===== config.mk =====
export PLATFORM = sky130hd
export DESIGN_NAME = ptad_front
export DESIGN_NICKNAME = d
export VERILOG_FILES = /design/src/sv/ptad_pkg.sv /design/src/sv/ptad_front.sv
export SDC_FILE = /design/constraint.sdc
export NUM_CORES = 1
export LEC_CHECK = 0
export BUFFER_PORTS_ARGS = -buffer_cell sky130_fd_sc_hd__buf_2
export CORE_MARGIN = 2
export CORE_UTILIZATION = 48
export DETAILED_ROUTE_END_ITERATION = 16
export GPL_ROUTABILITY_DRIVEN = 0
export GPL_TIMING_DRIVEN = 0
export HOLD_SLACK_MARGIN = 0.08
export PLACE_DENSITY = 0.8
export SLEW_MARGIN = 5
export SYNTH_ARGS = -nofsm -noshare
export SYNTH_HDL_FRONTEND = slang
export SYNTH_SLANG_ARGS = --single-unit

===== constraint.sdc =====
create_clock -name i_clk -period 6.48 [get_ports i_clk]
set_input_delay 1.296 -clock i_clk [delete_from_list [all_inputs] [get_ports i_clk]]
set_output_delay 1.296 -clock i_clk [all_outputs]
set_load 0.01 [all_outputs]

===== src/sv/ptad_pkg.sv =====
// Shared types and constants of the path turn angle and distance unit.
// Holds operation codes, fixed field widths and the CORDIC arctangent table.
// No dependencies.
`timescale 1ns / 1ps

package ptad_pkg;

    localparam logic [1:0] OP_HEADING = 2'd0;
    localparam logic [1:0] OP_TURN    = 2'd1;
    localparam logic [1:0] OP_DIST    = 2'd2;
    localparam logic [1:0] OP_NOP     = 2'd3;

    localparam int ANGLE_W      = 15;
    localparam int LEN_W        = 13;
    localparam int CORDIC_STEPS = 27;
    localparam int ZSCALE_BITS  = 20;
    localparam int NORM_BITS    = 41;
    localparam int NORM_STAGES  = 3;
    localparam int ATAN_W       = 27;

    typedef struct packed {
        logic [1:0] op;
        logic       degen;
    } t_ctl;

    // Arctangent of 2^-idx in units of 2^-20 degree.
    function automatic logic [ATAN_W-1:0] atan_entry(input logic [4:0] idx);
        logic [ATAN_W-1:0] v;
        begin
            case (idx)
                5'd0:    v = 27'd47185920;
                5'd1:    v = 27'd27855475;
                5'd2:    v = 27'd14718068;
                5'd3:    v = 27'd7471121;
                5'd4:    v = 27'd3750058;
                5'd5:    v = 27'd1876857;
                5'd6:    v = 27'd938658;
                5'd7:    v = 27'd469357;
                5'd8:    v = 27'd234682;
                5'd9:    v = 27'd117342;
                5'd10:   v = 27'd58671;
                5'd11:   v = 27'd29335;
                5'd12:   v = 27'd14668;
                5'd13:   v = 27'd7334;
                5'd14:   v = 27'd3667;
                5'd15:   v = 27'd1833;
                5'd16:   v = 27'd917;
                5'd17:   v = 27'd458;
                5'd18:   v = 27'd229;
                5'd19:   v = 27'd115;
                5'd20:   v = 27'd57;
                5'd21:   v = 27'd29;
                5'd22:   v = 27'd14;
                5'd23:   v = 27'd7;
                5'd24:   v = 27'd4;
                5'd25:   v = 27'd2;
                5'd26:   v = 27'd1;
                default: v = '0;
            endcase
            return v;
        end
    endfunction

endpackage


===== src/sv/ptad_front.sv =====
// Front end: accepts transactions, forms the difference vectors and the
// cross and dot products, and flags degenerate turns. Depends on ptad_pkg.
`timescale 1ns / 1ps

module ptad_front
    import ptad_pkg::*;
#(
    parameter int COORD_BITS = 8
) (
    input  logic                            i_clk,
    input  logic                            i_rst_n,
    input  logic                            i_start,
    output logic                            o_busy,
    input  logic [1:0]                      i_op,
    input  logic signed [COORD_BITS-1:0]    i_a_x,
    input  logic signed [COORD_BITS-1:0]    i_a_y,
    input  logic signed [COORD_BITS-1:0]    i_b_x,
    input  logic signed [COORD_BITS-1:0]    i_b_y,
    input  logic signed [COORD_BITS-1:0]    i_c_x,
    input  logic signed [COORD_BITS-1:0]    i_c_y,
    input  logic                            i_full,
    output logic                            o_push,
    output logic signed [2*COORD_BITS+1:0]  o_x,
    output logic signed [2*COORD_BITS+1:0]  o_y,
    output t_ctl                            o_ctl
);

    localparam int DW = COORD_BITS + 1;
    localparam int VW = 2 * COORD_BITS + 2;

    logic s1_ready, s2_ready, accept;
    logic r_s1_v, r_s2_v;
    logic [1:0] r_op1;
    logic signed [DW-1:0] r_ux, r_uy, r_vx, r_vy;
    logic signed [DW-1:0] n_ux, n_uy, n_vx, n_vy;
    logic signed [VW-1:0] cr, dt, n_x, n_y;
    logic signed [VW-1:0] r_x, r_y;
    t_ctl n_ctl, r_ctl;

    assign s2_ready = !r_s2_v || !i_full;
    assign s1_ready = !r_s1_v || s2_ready;
    assign accept   = i_start && s1_ready;
    assign o_busy   = !s1_ready;
    assign o_push   = r_s2_v && !i_full;
    assign o_x      = r_x;
    assign o_y      = r_y;
    assign o_ctl    = r_ctl;

    always_comb begin
        n_vx = DW'(i_c_x) - DW'(i_b_x);
        n_vy = DW'(i_c_y) - DW'(i_b_y);
        if (i_op == OP_DIST) begin
            n_ux = n_vx;
            n_uy = n_vy;
        end else begin
            n_ux = DW'(i_b_x) - DW'(i_a_x);
            n_uy = DW'(i_b_y) - DW'(i_a_y);
        end
    end

    always_comb begin
        cr = VW'(r_ux) * VW'(r_vy) - VW'(r_uy) * VW'(r_vx);
        dt = VW'(r_ux) * VW'(r_vx) + VW'(r_uy) * VW'(r_vy);
        if (r_op1 == OP_HEADING) begin
            n_x = VW'(r_ux);
            n_y = VW'(r_uy);
        end else begin
            n_x = dt;
            n_y = cr;
        end
        n_ctl.op    = r_op1;
        n_ctl.degen = (r_op1 == OP_TURN) &&
                      ((r_ux == '0 && r_uy == '0) || (r_vx == '0 && r_vy == '0));
    end

    always_ff @(posedge i_clk) begin
        if (!i_rst_n) begin
            r_s1_v <= 1'b0;
            r_s2_v <= 1'b0;
        end else begin
            if (s1_ready) begin
                r_s1_v <= accept;
            end
            if (s2_ready) begin
                r_s2_v <= r_s1_v;
            end
        end
    end

    always_ff @(posedge i_clk) begin
        if (accept) begin
            r_op1 <= i_op;
            r_ux  <= n_ux;
            r_uy  <= n_uy;
            r_vx  <= n_vx;
            r_vy  <= n_vy;
        end
        if (s2_ready && r_s1_v) begin
            r_x   <= n_x;
            r_y   <= n_y;
            r_ctl <= n_ctl;
        end
    end

endmodule


==> run summary <==
Mux share of post-synthesis cell area: 0.683%
Tightest Pin Transition: 1200 ps
Met2 usage: 40.2%
H-tree levels: 3
Met3 usage: 10.5%
Total wire length: 47500 µm
Grt ovf: 0
HPWL Detailed: 34100 µm
XOR/XNOR Fraction of Synth Area: 3.61%
Nets@finish: 2502
CP Max Fanout: 5
CP dominant cell by count: fa_1
Layout area overhead: 12.4%
Core area: 35400 µm²
Max Cap Viol: 0
CTS tree: yes
Pin count of the biggest net entering global routing: 38
All-layer global routing usage: 25.8%
CP endpoint kind: flop
Final hold violation count: 0
Crit start category: flop
WL per Instance: 19.8 µm
Synth Area in Compound Gates: 5.08%
Row cnt: 69
Skew-Pair Late Insertion Delay: 380 ps
EDFF count, synth: 77
PortBufs: 94
Synth Area in Adders: 52.7%
Layout cells sized above 1: 12.9%
Hold_sp: r_s1_v$_SDFFE_PN0N_
Synth Area in Simple Gates: 13.9%
Yosys Warn Count: 0
Initial antenna violation count: 2
Reg2reg setup slack: 100 ps
Tcrit/Tclk final: 98.5%
Gr busiest metal: met2
Crit-path max cell delay: 590 ps
Drt drc: 0
Delay-heaviest family, CP: adder cells
Fillers: 2963
Fin crit period: 6380 ps
Status: completed
Vias: 13300
Slowest CP cell: edfxtp_1
First-pass GRT wire length: 74400 µm
Sink Count: 79
RSZ-0062 raised after global routing: true
Setup ws final: 98.0 ps
I/O Pins: 95
Post-synth ARST share: 0%
Seq/Total Area, Yosys: 13.7%
Pre-Repair DR Iteration Count: 13
Vias per inst: 5.54
Setup slack after placement: -1110 ps
Slew Viols, Final: 0
Clock root buffer master: clkbuf_16
Post-Syn Instances: 1781
Critical path class: flop to flop
Die H: 193 µm
Crit-path cells: buf_6 > and2_1 > fa_1 > inv_1 > fa_1 > fa_1 > inv_1 > fa_1 > fa_1 > inv_1 > fa_1 > inv_1 > ha_1 > ha_2 > o21a_1 > o21ai_0 > a211oi_1 > o22ai_1 > o21ai_0 > xnor2_1 > o21ai_0
Worst r2r dst: o_y[15]$_DFFE_PP_
Die Footprint: 37400 µm²
Hold Crit Depth: 2
Die width: 193 µm
Slew margin rel.: 19.9%
Critical path arrival: 6460 ps
Worst Hold End: r_s2_v$_SDFFE_PN0P_
Fmax: 157 MHz
Starting DRT DRC Count: 1289
Syn Nets: 2356
Endpoints failing setup: 0
Reg2reg path depth: 21
Worst hold path class: flop to flop
TritonCTS Buffers: 9
Main synth FF type: edfxtp_1
Clock-pin slew on the worst setup and hold paths: 70 ps
Worst EP required: 6560 ps
Initial Util: 48.6%
CTS max path bufs: 2
Buf+Inv Stages, Crit Path: 5
Largest family of logic cells by synthesized area: adder cells
Worst R2R Start: r_vy[1]$_DFFE_PP_
Synth Cell Area: 17200 µm²
Vias in the first global route: 14200
Register bit total from synthesis: 79
Yosys cell types: 40
Mean post-synth cell area: 9.66 µm²
Multi-input gate area: 13200 µm²
Routed Antenna Nets: 0
Clock skew: 14.1 ps
M1 GR Usage: 31.0%
Register area: 2350 µm²
==> how the worst max path moves through the flow <==
stage / cells past startpoint / to / from / slack (ps)
floorplan: 20 / o_y[16]$_DFFE_PP_ / r_uy[8]$_DFFE_PP_ / 30
global placement: 20 / o_y[16]$_DFFE_PP_ / r_uy[8]$_DFFE_PP_ / -1050
detailed placement: 20 / o_y[16]$_DFFE_PP_ / r_uy[8]$_DFFE_PP_ / -1110
CTS: 20 / o_y[16]$_DFFE_PP_ / r_vy[3]$_DFFE_PP_ / 7
global route: 20 / o_y[15]$_DFFE_PP_ / r_uy[3]$_DFFE_PP_ / -40
finish: 21 / o_y[15]$_DFFE_PP_ / r_vy[1]$_DFFE_PP_ / 100
==> worst min-delay path, cell delays in order, from the launching register on <==
cell and delay, ps:
dfxtp_1 320, a21oi_1 110, nor2b_1 50
==> cell usage after synthesis (all sizes together) (10+ instances only) <==
| library cell | number | area share (%) |
|---|---|---|
| inv | 403 | 8.8 |
| fa | 340 | 40 |
| nand2 | 192 | 4.2 |
| ha | 181 | 13 |
| and2 | 157 | 5.7 |
| edfxtp | 77 | 13 |
| clkbuf | 72 | 1.6 |
| nor2 | 56 | 1.2 |
| xnor2 | 55 | 2.8 |
| o21ai | 51 | 1.5 |
| a21oi | 25 | 0.73 |
| nor2b | 22 | 0.80 |
| nand2b | 18 | 0.65 |
| xor2 | 16 | 0.81 |
| a21boi | 12 | 0.52 |
| o21a | 10 | 0.44 |
==> through the flow <==
step           hold slack, ps  setup TNS [ps]  util (%)  std cells  instance area, µm²
2_1_floorplan             458               0         -       1781               17200
5_1_grt                   566            -110      54.7       2395               19300
3_5_place_dp              508          -11050      51.7       2338               18300
4_1_cts                   526               0      53.6       2369               19000
3_3_place_gp              478           -9820      51.6       2336               18300
6_report                  527               0      54.7       2397               19300
==> layer usage <==
layer | up-vias | share of wire (%)
met5 | - | 0.37
met4 | 4 | 5.7
met3 | 234 | 14
met2 | 831 | 45
met1 | 6514 | 35
li1 | 5691 | -
==> area by class of cell <==
| cell class | instances | share of cell area [%] |
|---|---|---|
| clock inverters | 7 | 0.588 |
| diodes | 4 | 0.0517 |
| plain buffers | 44 | 1.59 |
| well taps | 461 | 2.98 |
| flip-flops and latches | 79 | 12.2 |
| multi-input cells | 1226 | 68.2 |
| clock buffers | 9 | 1.16 |
| inverters | 404 | 7.85 |
| repair buffers | 163 | 5.43 |
==> registers in the layout, summed over array words and instances, names as in the netlist <==
| signal | count |
|---|---|
| r_uy | 9 |
| r_ux | 9 |
| o_ctl | 3 |
| r_s2_v | 1 |
| o_y | 18 |
| r_op1 | 2 |
| r_vx | 9 |
| r_vy | 9 |
| r_s1_v | 1 |
| o_x | 18 |
==> logic make-up (layout without fill, tap and decap cells) <==
group / count (synthesis) / count (layout)
xor gates and xnor gates: 71 / 71
AOI/OAI and AO/OA: 141 / 141
and+or+nand+nor: 482 / 482
DFF: 79 / 79
buffers and inverters: 476 / 627
adders and majority gates: 521 / 521
muxes: 11 / 11
other: 0 / 4
==> cell usage in the layout (no fill, tap or decap), types with 16 or more instances in the layout <==
master / count
edfxtp_1: 77
nand2b_1: 18
nor2b_1: 21
buf_2: 96
buf_4: 61
xor2_1: 16
o21ai_0: 49
fa_1: 336
xnor2_1: 55
a21oi_1: 24
nand2_1: 189
and2_1: 155
nor2_1: 56
ha_1: 178
inv_1: 400
==> repair_timing <==
action / in CTS / in global routing
setup buffers: 41 / 25
setup endpoints to repair: 19 / 12
cloned: 0 / 1
pin swaps: 1 / 20
gates resized for setup: 56 / 73
hold buffers: 0 / 0
Power is not shown: default switching activity piles up to over one toggle a cycle in this logic, so the estimate is an artifact.
