**src/sv/ptad_fifo.sv**
```systemverilog
// Two-entry queue between the front end and the back end.
// Depends on no other file.
`timescale 1ns / 1ps

module ptad_fifo #(
    parameter int DATA_W = 8
) (
    input  logic              i_clk,
    input  logic              i_rst_n,
    input  logic              i_push,
    input  logic [DATA_W-1:0] i_data,
    output logic              o_full,
    input  logic              i_pop,
    output logic              o_empty,
    output logic [DATA_W-1:0] o_data
);

    localparam int DEPTH = 2;

    logic [DATA_W-1:0] r_mem [DEPTH];
    logic r_wr_ptr, r_rd_ptr;
    logic [1:0] r_count;
    logic do_push, do_pop;

    assign o_full  = (r_count == 2'(DEPTH));
    assign o_empty = (r_count == 2'd0);
    assign do_push = i_push && !o_full;
    assign do_pop  = i_pop && !o_empty;
    assign o_data  = r_mem[r_rd_ptr];

    always_ff @(posedge i_clk) begin
        if (!i_rst_n) begin
            r_wr_ptr <= 1'b0;
            r_rd_ptr <= 1'b0;
            r_count  <= 2'd0;
        end else begin
            if (do_push) begin
                r_wr_ptr <= !r_wr_ptr;
            end
            if (do_pop) begin
                r_rd_ptr <= !r_rd_ptr;
            end
            if (do_push && !do_pop) begin
                r_count <= r_count + 2'd1;
            end else if (do_pop && !do_push) begin
                r_count <= r_count - 2'd1;
            end
        end
    end

    always_ff @(posedge i_clk) begin
        if (do_push) begin
            r_mem[r_wr_ptr] <= i_data;
        end
    end

endmodule

```
**config.mk**
```make
export PLATFORM = sky130hd
export DESIGN_NAME = ptad_fifo
export DESIGN_NICKNAME = d
export VERILOG_FILES = /design/src/sv/ptad_fifo.sv
export SDC_FILE = /design/constraint.sdc
export NUM_CORES = 1
export LEC_CHECK = 0
export ABC_CLOCK_PERIOD_IN_PS = 3300
export BUFFER_PORTS_ARGS = -buffer_cell sky130_fd_sc_hd__buf_2
export CORE_MARGIN = 2
export CORE_UTILIZATION = 52
export CTS_CLUSTER_DIAMETER = 100
export DETAILED_ROUTE_END_ITERATION = 8
export GPL_TIMING_DRIVEN = 0
export PLACE_DENSITY = 0.79
export REMOVE_ABC_BUFFERS = 1
export SYNTH_ARGS = -nofsm -noshare
export SYNTH_HDL_FRONTEND = slang
export SYNTH_SLANG_ARGS = --single-unit
```
**constraint.sdc**
```tcl
create_clock -name i_clk -period 3.3 [get_ports i_clk]
set_input_delay 0.165 -clock i_clk [delete_from_list [all_inputs] [get_ports i_clk]]
set_output_delay 0.165 -clock i_clk [all_outputs]
set_load 0.03 [all_outputs]
```
==> results.sh, run 1 <==
export IMPL_fin_nets=89
export IMPL_grt_remaining_overflow=0
export IMPL_crit_fanout=5
export IMPL_track_usage=0.144
export IMPL_timing_fmax_ghz=0.614
export IMPL_wl_mm=1.24
export IMPL_syn_cell_area_um2=803
export IMPL_rsz0062_at_grt="false"
export IMPL_cts_buffers=3
export IMPL_end_kind="register"
export IMPL_start_util=0.546
export IMPL_ir_drop_v=0.000475
export IMPL_required_ns=3.54
export IMPL_layout_drive_gt1_share=0.453
export IMPL_relSlewSlack=0.525
export IMPL_clock_root_buffer="clkbuf_4"
export IMPL_firstDrtPassIters=4
export IMPL_io_pin_count=22
export IMPL_antenna_cells=0
export IMPL_rows=14
export IMPL_utilization=0.646
export IMPL_max_stage_delay_ns=0.37
export IMPL_dieArea_um2=1880
export IMPL_criticalPathCategory="reg2reg"
export IMPL_finalHoldViolations=0
export IMPL_drtIter0Drc=15
export IMPL_wl_per_cell_um=13.7
export IMPL_status="finished clean"
export IMPL_synth_cell_types=16
export IMPL_synth_seq_cells=21
export IMPL_ctsHoldBuffers=0
export IMPL_setup_viol=0
export IMPL_grt_pass1_wl_mm=1.96
export IMPL_power_density_nw_per_um2=809
export IMPL_clk_latency_ns=0.29
export IMPL_finClkSkew_ns=0.0104
export IMPL_cts_max_level=1
export IMPL_antenna_found_initial=0
export IMPL_syn_inst=51
export IMPL_cpMaxStageDelayCell="dfxtp_1"
export IMPL_fin_crit_sh=0.493
export IMPL_tritoncts="built"
export IMPL_core_um2=1470
export IMPL_grt_max_degree=13
export IMPL_area_growth_pct=18.4
export IMPL_ys_seq_area_frac=0.723
export IMPL_portBuffers=21
export IMPL_clock_path_buffers=2
export IMPL_critical_path_startpoint_type="register"
export IMPL_die_y_um=43.3
export IMPL_postCtsSetupBuffers=0
export IMPL_cp_arrival_ns=1.86
export IMPL_finalMaxSlewViolations=0
export IMPL_gp_congestion=0.699
export IMPL_yosysWarnings=0
export IMPL_min_period_ns=1.63
export IMPL_tns_ns=0
export IMPL_syn_avg_cell_area_um2=15.8
export IMPL_path_clk_slew_ns=0.11
export IMPL_viasPerCell=5.05
export IMPL_leakage_nw=0.391
export IMPL_max_slew_worst_pin_slew_ns=0.709
export IMPL_antenna_left=0
export IMPL_drc=0
export IMPL_dp_hpwl_um=949
export IMPL_drv_cap=0
export IMPL_worstPathCellList="nand2b_1 -> inv_1 -> nor2_1 -> ha_1 -> or3_1 -> a21oi_1"
export IMPL_hp_class="in2reg"
export IMPL_post_cts_resize_count=0
export IMPL_cts_sinks=21
export IMPL_vias=460
export IMPL_grt_pass1_vias=453
export IMPL_die_w_um=43.3
## report_power, final
group / internal [W] / switching (W)
Clock: 0.0000451 / 0.0000710
Combinational: 0.000105 / 0.000177
Sequential: 0.000338 / 0.0000350
Total: 0.000487 / 0.000283
## registers in the layout (all words and copies together), names as in the netlist, named ones only
name and cells:
r_count 2, r_mem 16, r_rd_ptr 1, r_wr_ptr 1
## final timing paths
kind	start	end	slack (ns)	cells past startpoint
worst max register to register	r_count[0]	r_count[1]	1.67	6
worst min register to register	r_count[1]	r_count[1]	0.54	2
worst max-delay path	r_count[0]	r_count[1]	1.67	6
worst min-delay path	i_data[5]	r_mem[1][5]	0.06	1
## through the flow
stage | total power, W | cells | setup WS (ns) | hold slack, ns | instance area [um2]
6_report | 0.000770 | 91 | 1.67 | 0.0550 | 951
5_1_grt | 0.000810 | 91 | 1.54 | 0.0418 | 951
4_1_cts | 0.000778 | 91 | 1.66 | 0.0510 | 951
3_5_place_dp | 0.000663 | 87 | 1.70 | 0.358 | 923
3_3_place_gp | 0.000650 | 87 | 1.74 | 0.353 | 923
2_1_floorplan | 0.000585 | 50 | 1.61 | 0.264 | 798
## kinds of logic (layout without fill, tap and decap cells)
| group | count (synthesis) | count (layout) | synth area share |
|---|---|---|---|
| AND/OR/NAND/NOR | 9 | 9 | 0.0592 |
| XOR/XNOR | 3 | 3 | 0.0327 |
| adder cells (fa/ha/maj) | 1 | 1 | 0.0156 |
| multiplexers | 8 | 8 | 0.112 |
| buffers and inverters | 4 | 28 | 0.0202 |
| flip-flops | 21 | 21 | 0.723 |
| AO/OA/AOI/OAI | 5 | 5 | 0.0374 |
## Yosys cell counts, drive strengths merged
cell type / number / area, um2
or3: 1 / 6.26
dfxtp: 5 / 100
buf: 1 / 5.00
ha: 1 / 12.5
nor3: 1 / 10.0
xor2: 3 / 26.3
o21ai: 2 / 10.0
a21boi: 1 / 7.51
o21a: 1 / 7.51
and3: 1 / 6.26
nor2: 5 / 18.8
mux2: 8 / 90.1
inv: 3 / 11.3
a21oi: 1 / 5.00
edfxtp: 16 / 480
nand2b: 1 / 6.26
## layer usage
| metal | routed length, um | global-route usage |
|---|---|---|
| met5 | 0 | 0 |
| met1 | 507 | 0.149 |
| met2 | 657 | 0.284 |
| met4 | 0 | 0.0364 |
| met3 | 77 | 0.0340 |
## cell usage in the layout, fill, tap and decap left out, drive strengths merged
| cell | netlist | layout |
|---|---|---|
| a21boi | 1 | 1 |
| a21oi | 1 | 1 |
| and3 | 1 | 1 |
| buf | 1 | 21 |
| clkbuf | 0 | 3 |
| clkinv | 0 | 1 |
| dfxtp | 5 | 5 |
| edfxtp | 16 | 16 |
| ha | 1 | 1 |
| inv | 3 | 3 |
| mux2 | 8 | 8 |
| nand2b | 1 | 1 |
| nor2 | 5 | 5 |
| nor3 | 1 | 1 |
| o21a | 1 | 1 |
| o21ai | 2 | 2 |
| or3 | 1 | 1 |
| xor2 | 3 | 3 |
## critical path, delay by kind of cell, from the launching register on
family	cells	cell delay [ns]
fa+ha+maj	1	0.33
simple gates	3	0.61
buf+inv	1	0.11
compound gates	1	0.14
flops	1	0.37
## layout make-up
cell class                 instances  area [um2]
clock buffer                       3        22.5
fill                             125         520
multi-input combinational         26         206
clock inverter                     1        5.00
inverter                           3        11.3
sequential                        21         581
tap                               16        20.0
timing repair buffer              21         105
No activity file was read; power rests on OpenSTA's default activity.
==> inputs of run 2 (changes only) <==
--- a/config.mk
+++ b/config.mk
@@ -5,14 +5,14 @@
 export SDC_FILE = /design/constraint.sdc
 export NUM_CORES = 1
 export LEC_CHECK = 0
-export ABC_CLOCK_PERIOD_IN_PS = 3300
+export ABC_CLOCK_PERIOD_IN_PS = 1300
 export BUFFER_PORTS_ARGS = -buffer_cell sky130_fd_sc_hd__buf_2
 export CORE_MARGIN = 2
-export CORE_UTILIZATION = 52
+export CORE_UTILIZATION = 44
 export CTS_CLUSTER_DIAMETER = 100
 export DETAILED_ROUTE_END_ITERATION = 8
 export GPL_TIMING_DRIVEN = 0
-export PLACE_DENSITY = 0.79
+export PLACE_DENSITY = 0.72
 export REMOVE_ABC_BUFFERS = 1
 export SYNTH_ARGS = -nofsm -noshare
 export SYNTH_HDL_FRONTEND = slang
==> constraint.sdc (replaced) <==
create_clock -name i_clk -period 1.3 [get_ports i_clk]
set_input_delay 0.065 -clock i_clk [delete_from_list [all_inputs] [get_ports i_clk]]
set_output_delay 0.065 -clock i_clk [all_outputs]
set_load 0.03 [all_outputs]
==> results.sh, run 2 (synthesis gave the netlist of run 1 again) <==
export IMPL_internal_power_w=0.00161
export IMPL_rsz0062_at_grt="true"
export IMPL_area_growth_pct=57.0
export IMPL_status="finished, violations left"
export IMPL_antenna_found_initial=0
export IMPL_crit_fanout=4
export IMPL_hp_class="in2reg"
export IMPL_final_common_cell="edfxtp_1"
export IMPL_finalHoldViolations=0
export IMPL_leakage_nw=0.514
export IMPL_largest_registers="r_mem (16), r_count (2)"
export IMPL_power_frac_seq=0.406
export IMPL_grt_pass1_vias=526
export IMPL_tns_ns=-0.898
export IMPL_grt_max_degree=14
export IMPL_fin_crit_sh=1.12
export IMPL_tritoncts="built"
export IMPL_cpMaxStageDelayCell="dfxtp_4"
export IMPL_cts_buffers=3
export IMPL_power_frac_clock=0.125
export IMPL_cts_sinks=21
export IMPL_dp_worst_setup_slack_ns=-0.313
export IMPL_die_w_um=46.7
export IMPL_portBuffers=21
export IMPL_drv_cap=0
export IMPL_grt_pass1_wl_mm=2.28
export IMPL_max_stage_delay_ns=0.38
export IMPL_dieArea_um2=2180
export IMPL_path_clk_slew_ns=0.12
export IMPL_criticalPathCategory="reg2reg"
export IMPL_power_density_nw_per_um2=1960
export IMPL_min_period_ns=1.45
export IMPL_rows=15
export IMPL_die_y_um=46.7
export IMPL_clk_latency_ns=0.30
export IMPL_p_comb_frac=0.469
export IMPL_drc=0
export IMPL_dp_hpwl_um=901
export IMPL_relSlewSlack=0.860
export IMPL_ir_drop_v=0.00134
export IMPL_switching_share=0.351
export IMPL_wl_per_cell_um=13.0
export IMPL_clock_root_buffer="clkbuf_4"
export IMPL_max_slew_worst_pin_slew_ns=0.210
export IMPL_finClkSkew_ns=0.00177
export IMPL_largest_reg_flops=16
export IMPL_track_usage=0.164
export IMPL_wl_mm=1.51
export IMPL_required_ns=1.54
export IMPL_timing_fmax_ghz=0.688
export IMPL_cts_max_level=1
export IMPL_setup_viol=18
export IMPL_largest_register="r_mem"
export IMPL_finalMaxSlewViolations=0
export IMPL_antenna_cells=0
export IMPL_failed_checks="setup timing"
export IMPL_io_pin_count=22
export IMPL_vias=535
export IMPL_clock_path_buffers=2
export IMPL_timing_final_ws_setup_ns=-0.154
export IMPL_cp_arrival_ns=1.69
export IMPL_drtIter0Drc=8
export IMPL_end_kind="register"
export IMPL_layout_drive_gt1_share=0.571
export IMPL_firstDrtPassIters=2
export IMPL_gp_congestion=0.655
export IMPL_antenna_left=0
export IMPL_start_util=0.465
export IMPL_layout_common_cells="edfxtp_1, buf_2, buf_6"
export IMPL_worstPathCellList="nand2b_4 -> inv_4 -> nor2_4 -> ha_4 -> xor2_1 -> or3_4 -> a21oi_2"
export IMPL_switchingPower_w=0.000869
export IMPL_core_um2=1730
export IMPL_viasPerCell=4.61
export IMPL_grt_remaining_overflow=0
export IMPL_fin_nets=105
export IMPL_critical_path_startpoint_type="register"
[run 2: per-stage QoR]
stage                     hold slack, ns  utilization  cells  power [W]  cell area [um2]
final                              0.132        0.730    116    0.00247             1260
after detailed placement           0.260        0.541     96    0.00167              935
after floorplan                    0.164            -     50    0.00148              798
after global routing               0.146        0.730    116    0.00260             1260
after CTS                          0.129        0.693    112    0.00233             1200
after global placement             0.254        0.541     96    0.00165              935
[run 2: power by group through the flow]
stage	sequential, W	clock, W	combinational, W
after floorplan	0.000936	0	0.000548
after global placement	0.000956	0	0.000695
after detailed placement	0.000962	0	0.000709
after global routing	0.00102	0.000353	0.00123
after CTS	0.000993	0.000320	0.00101
final	0.00100	0.000310	0.00116
[run 2: metal layers]
layer / vias up / wire length, um / GRT usage
met4: 0 / 10 / 0.100
met1: 253 / 602 / 0.168
met3: 2 / 57 / 0.0471
met2: 14 / 841 / 0.292
li1: 266 / - / -
met5: - / 0 / 0
[run 2: critical path, delay by kind of cell (launching register included)]
family | cells | cell delay (ns)
flip-flops | 1 | 0.38
buffers and inverters | 1 | 0.07
XOR/XNOR | 1 | 0.14
AO/OA/AOI/OAI | 1 | 0.13
AND/OR/NAND/NOR | 3 | 0.52
adder cells (fa/ha/maj) | 1 | 0.15
[run 2: layout make-up]
type / count / area (um2)
Tap cell: 25 / 31.3
Fill cell: 140 / 465
Sequential cell: 21 / 589
Clock buffer: 3 / 22.5
Multi-Input combinational cell: 26 / 292
Inverter: 3 / 13.8
Timing Repair Buffer: 37 / 305
Clock inverter: 1 / 7.51
[run 2: path summary, 6_finish.rpt]
| kind | startpoint | to | slack, ns | depth (start not counted) |
|---|---|---|---|---|
| hold reg to reg | r_rd_ptr | register | 0.54 | 2 |
| setup / recovery | r_count[0] | r_count[1] | -0.15 | 7 |
| setup reg to reg | r_count[0] | r_count[1] | -0.15 | 7 |
| hold / removal | i_push | r_wr_ptr | 0.13 | 3 |
[run 2: what timing repair did]
item	4_1_cts	5_1_grt
hold buffers	9	0
hold endpoints to repair	17	0
buffers inserted	3	4
gates resized for setup	38	7
setup endpoints to repair	27	19
pin swaps	4	4
